--- config.mk ---
export PLATFORM = sky130hd
export DESIGN_NAME = lpcr_mac
export DESIGN_NICKNAME = d
export VERILOG_FILES = /design/src/hw/rtl/lpcr_pkg.sv /design/src/hw/rtl/lpcr_mac.sv
export SDC_FILE = /design/constraint.sdc
export NUM_CORES = 1
export LEC_CHECK = 0
export BUFFER_PORTS_ARGS = -buffer_cell sky130_fd_sc_hd__buf_4
export CAP_MARGIN = 20
export CORE_UTILIZATION = 59
export CTS_CLUSTER_SIZE = 12
export DETAILED_ROUTE_END_ITERATION = 12
export PLACE_DENSITY = 0.79
export SLEW_MARGIN = 20
export SYNTH_ARGS = -nofsm -noshare
export SYNTH_HDL_FRONTEND = slang
export SYNTH_SLANG_ARGS = --single-unit
--- constraint.sdc ---
create_clock -name i_clk -period 7.8 [get_ports i_clk]
set_input_delay 1.17 -clock i_clk [delete_from_list [all_inputs] [get_ports i_clk]]
set_output_delay 1.17 -clock i_clk [all_outputs]
set_load 0.01 [all_outputs]
--- src/hw/rtl/lpcr_pkg.sv ---
// shared types, constants and helpers of the lpc residual filter
`default_nettype none

package lpcr_pkg;

    localparam int MAX_TAPS    = 256;
    localparam int TAP_W       = $clog2(MAX_TAPS);
    localparam int ORDER_W     = 8;
    localparam int SMP_W       = 16;
    localparam int COEF_W      = 24;
    localparam int PROD_W      = SMP_W + COEF_W;
    localparam int ACC_W       = 48;
    localparam int RND_SHIFT   = 19;
    localparam int ORDER_CEIL  = 199;
    localparam int ORDER_RESET = 16;
    localparam int ORDER_LIMIT = (ORDER_CEIL < MAX_TAPS) ? ORDER_CEIL : MAX_TAPS;

    localparam int DATA_W = 32;
    localparam int ADDR_W = 3;
    localparam int REG_W  = ADDR_W - 2;

    localparam logic [REG_W-1:0] REG_ORDER = REG_W'(0);

    typedef enum logic [2:0] {
        S_CLR,
        S_IDLE,
        S_SRD,
        S_SWR,
        S_MAC,
        S_DRAIN,
        S_FIN
    } t_state;

    typedef struct packed {
        logic clr;
        logic tap_vld;
    } t_mac_ctl;

    function automatic logic [ORDER_W-1:0] clamp_order(input logic [ORDER_W-1:0] v);
        logic [ORDER_W-1:0] res;
        if (v == '0) begin
            res = ORDER_W'(1);
        end else if (v > ORDER_W'(ORDER_LIMIT)) begin
            res = ORDER_W'(ORDER_LIMIT);
        end else begin
            res = v;
        end
        return res;
    endfunction

endpackage

`default_nettype wire

--- src/hw/rtl/lpcr_mac.sv ---
// multiply-accumulate pipeline with rounding and saturation of the residual
`default_nettype none

module lpcr_mac
    import lpcr_pkg::*;
(
    input  wire logic                     i_clk,
    input  wire logic                     i_rst_n,
    input  wire t_mac_ctl                 i_ctl,
    input  wire logic signed [COEF_W-1:0] i_coeff,
    input  wire logic signed [SMP_W-1:0]  i_tap_smp,
    input  wire logic signed [SMP_W-1:0]  i_smp,
    output logic                          o_busy,
    output logic signed [SMP_W-1:0]       o_residual
);

    localparam int ERR_W = ACC_W + 1;
    localparam int Q_W   = ERR_W - RND_SHIFT;

    // bias of half an lsb folded into the accumulator start value
    localparam logic signed [ACC_W-1:0] ACC_INIT = -(ACC_W'(2 ** (RND_SHIFT - 1)));
    localparam logic signed [Q_W-1:0]   Q_MAX    = Q_W'(2 ** (SMP_W - 1) - 1);
    localparam logic signed [Q_W-1:0]   Q_MIN    = -(Q_W'(2 ** (SMP_W - 1)));

    logic signed [PROD_W-1:0] r_prod;
    logic                     r_pv;
    logic signed [ACC_W-1:0]  r_acc;
    logic signed [ERR_W-1:0]  err;
    logic signed [Q_W-1:0]    quo;

    always_ff @(posedge i_clk) begin
        if (!i_rst_n) begin
            r_pv <= 1'b0;
        end else begin
            r_pv <= i_ctl.tap_vld;
        end
    end

    always_ff @(posedge i_clk) begin
        r_prod <= PROD_W'(i_coeff) * PROD_W'(i_tap_smp);
        if (i_ctl.clr) begin
            r_acc <= ACC_INIT;
        end else if (r_pv) begin
            r_acc <= r_acc + ACC_W'(r_prod);
        end
    end

    always_comb begin
        err = (ERR_W'(i_smp) <<< RND_SHIFT) - ERR_W'(r_acc);
        quo = err[ERR_W-1:RND_SHIFT];
        if (quo > Q_MAX) begin
            o_residual = Q_MAX[SMP_W-1:0];
        end else if (quo < Q_MIN) begin
            o_residual = Q_MIN[SMP_W-1:0];
        end else begin
            o_residual = quo[SMP_W-1:0];
        end
    end

    assign o_busy = i_ctl.tap_vld | r_pv;

endmodule

`default_nettype wire
==> results.sh <==
export IMPL_vias=15281
export IMPL_core_mm2=0.0334
export IMPL_drc_errors=0
export IMPL_rsz0062_at_grt="no"
export IMPL_synth_top_area_share_pct=37.4
export IMPL_crit_fanout=17
export IMPL_cts_max_level=3
export IMPL_antenna_found_initial=0
export IMPL_grt_overflow=0
export IMPL_gp_congestion=0.904
export IMPL_wirelength_um=45600
export IMPL_ys_seq_area_share_pct=8.89
export IMPL_status="finished, final reports clean"
export IMPL_grt_max_degree=55
export IMPL_synth_seq_cells=89
export IMPL_drtIter0Drc=1136
export IMPL_synth_edff_count=0
export IMPL_reg2regPathDepth=14
export IMPL_clkSlewWorstSetupHoldPaths_ns=0.07
export IMPL_avgSynthCellArea_um2=8.71
export IMPL_post_cts_buffers=0
export IMPL_finalHoldViolations=0
export IMPL_cp_start_kind="input port"
export IMPL_ys_top_cells_by_count="inv_1, fa_1, nand2_1, ha_1, and2_1"
export IMPL_die_height_um=186
export IMPL_ys_flop_type="dfxtp_1"
export IMPL_synth_nets=2910
export IMPL_cap_viol_max_count=0
export IMPL_min_path_type="reg2reg"
export IMPL_yosysTopAreaCell="fa_1"
export IMPL_grt_pass1_vias=16703
export IMPL_synth_area_mm2=0.0200
export IMPL_drtPass1Iterations=6
export IMPL_dieArea_mm2=0.0347
export IMPL_nets=2933
export IMPL_die_w_um=186
export IMPL_clockRootBuffer="clkbuf_16"
export IMPL_fin_worst_skew_ns=0.0100
export IMPL_setup_worst_path_end_class="flop"
export IMPL_yosysWarningCount=0
export IMPL_clk_latency_ns=0.34
export IMPL_finalCriticalPeriod_ns=7.52
export IMPL_ctsLongestPathBuffers=2
export IMPL_rows=67
export IMPL_synth_cell_types=67
export IMPL_yosysMostFrequentCell="inv_1"
export IMPL_hpwlAfterDp_um=38300
export IMPL_slew_headroom_pct=32.6
export IMPL_cts_sinks=89
export IMPL_tightest_slew_ns=1.01
export IMPL_fmaxAchievable_mhz=133
export IMPL_setup_violations=0
export IMPL_final_max_slew_viol_count=0
export IMPL_numCtsBuffers=9
export IMPL_tns_ns=0
export IMPL_area_growth_pct=6.36
export IMPL_fin_crit_sh_pct=96.4
export IMPL_ctsHoldBuffers=0
export IMPL_ant_nets=0
export IMPL_vias_per_cell=5.50
export IMPL_path_class="in2reg"
export IMPL_start_util_pct=59.9
export IMPL_io_buffers=76
export IMPL_fill_cells=2754
export IMPL_num_io_pins=77
export IMPL_drive_gt1_share_pct=5.93
export IMPL_cts_tree="yes"
export IMPL_async_flop_share_pct=0
export IMPL_crit_arrival_ns=7.76
export IMPL_hold_depth=2
export IMPL_diodes=0
export IMPL_grt_pass1_wl_um=79000
export IMPL_track_usage_pct=27.7
export IMPL_ys_top_cells_by_area="fa_1, ha_1, inv_1"
export IMPL_syn_inst=2301
export IMPL_worstPathRequired_ns=8.04
export IMPL_routedWlPerCell_um=16.4
## cell type report
type	instances	area, um2	area share, %
Clock buffer	10	229	1.07
Clock inverter	6	97.6	0.458
Inverter	522	1960	9.19
Timing Repair Buffer	89	668	3.13
Multi-Input combinational cell	1613	16000	75.2
Sequential cell	89	1780	8.36
Tap cell	448	561	2.63
## through the flow
stage | hold WS [ns] | area, um2 | instances | setup slack (ns) | util (%)
after floorplan | 0.458 | 20000 | 2301 | 0.468 | -
after CTS | 0.510 | 21300 | 2777 | 0.111 | 63.7
after global placement | 0.470 | 21000 | 2761 | -0.0796 | 62.7
final | 0.499 | 21300 | 2777 | 0.284 | 63.8
after global routing | 0.534 | 21300 | 2777 | 0.0234 | 63.8
after detailed placement | 0.500 | 21000 | 2761 | -0.238 | 62.7
## placed cells by master, fill, tap and decap left out, drive strengths merged, types with 65 or more instances in the layout
master and n:
a21oi 103, and2 156, buf 89, dfxtp 89, fa 375, ha 174
inv 525, nand2 259, nor2 75, o21ai 65, xnor2 80
## logic make-up after synthesis
group / count (synthesis) / synth area share (%)
flip-flops: 89 / 8.89
XOR/XNOR: 109 / 4.76
AO/OA/AOI/OAI: 346 / 11.6
adder cells (fa/ha/maj): 549 / 48.3
buffers and inverters: 599 / 11.3
AND/OR/NAND/NOR: 593 / 14.3
multiplexers: 16 / 0.805
## worst max-delay path, stage by stage
cell	delay, ns
buf_4	0.24
nand2_1	0.14
inv_1	0.14
fa_1	0.46
fa_1	0.54
inv_1	0.05
fa_1	0.50
inv_1	0.05
fa_1	0.49
fa_1	0.49
inv_1	0.05
fa_1	0.52
inv_1	0.04
ha_1	0.30
a21o_1	0.19
a21o_1	0.17
a21o_1	0.19
a21oi_1	0.15
o21ai_0	0.11
a21o_1	0.19
a21o_1	0.17
a31oi_1	0.19
o21bai_1	0.14
o311ai_0	0.50
o21ai_0	0.18
a21oi_1	0.21
xnor2_1	0.18
## path summary, 6_finish.rpt
path                               from                     end  slack (ns)
setup / recovery           i_tap_smp[1]      r_prod[39]$_DFF_P_        0.28
hold / removal    r_acc[4]$_SDFFE_PP0P_   r_acc[4]$_SDFFE_PP0P_        0.50
setup reg to reg      r_prod[1]$_DFF_P_  r_acc[45]$_SDFFE_PP1P_        3.55
hold reg to reg   r_acc[4]$_SDFFE_PP0P_   r_acc[4]$_SDFFE_PP0P_        0.50
## layer usage
layer | up-vias | share of wire [%] | track usage [%] | routed length (um)
met5 | - | 0 | 0 | 0
met4 | 0 | 1.6 | 5.53 | 752
met3 | 75 | 6.8 | 4.38 | 3100
met2 | 537 | 48 | 48.0 | 22100
met1 | 7517 | 43 | 36.8 | 19700
li1 | 7152 | - | - | -
## state kept, by name, indices dropped and copies added, names as in the netlist
register  cells
r_pv          1
r_acc        48
r_prod       40
## repair_timing
action | 4_1_cts | 5_1_grt
hold endpoints to repair | 0 | 0
setup endpoints to repair | 0 | 3
resized for setup | 0 | 4
Power is left out: the tool's default activity adds up to more than one toggle a clock period on the data nets, which glitch-free logic cannot reach.
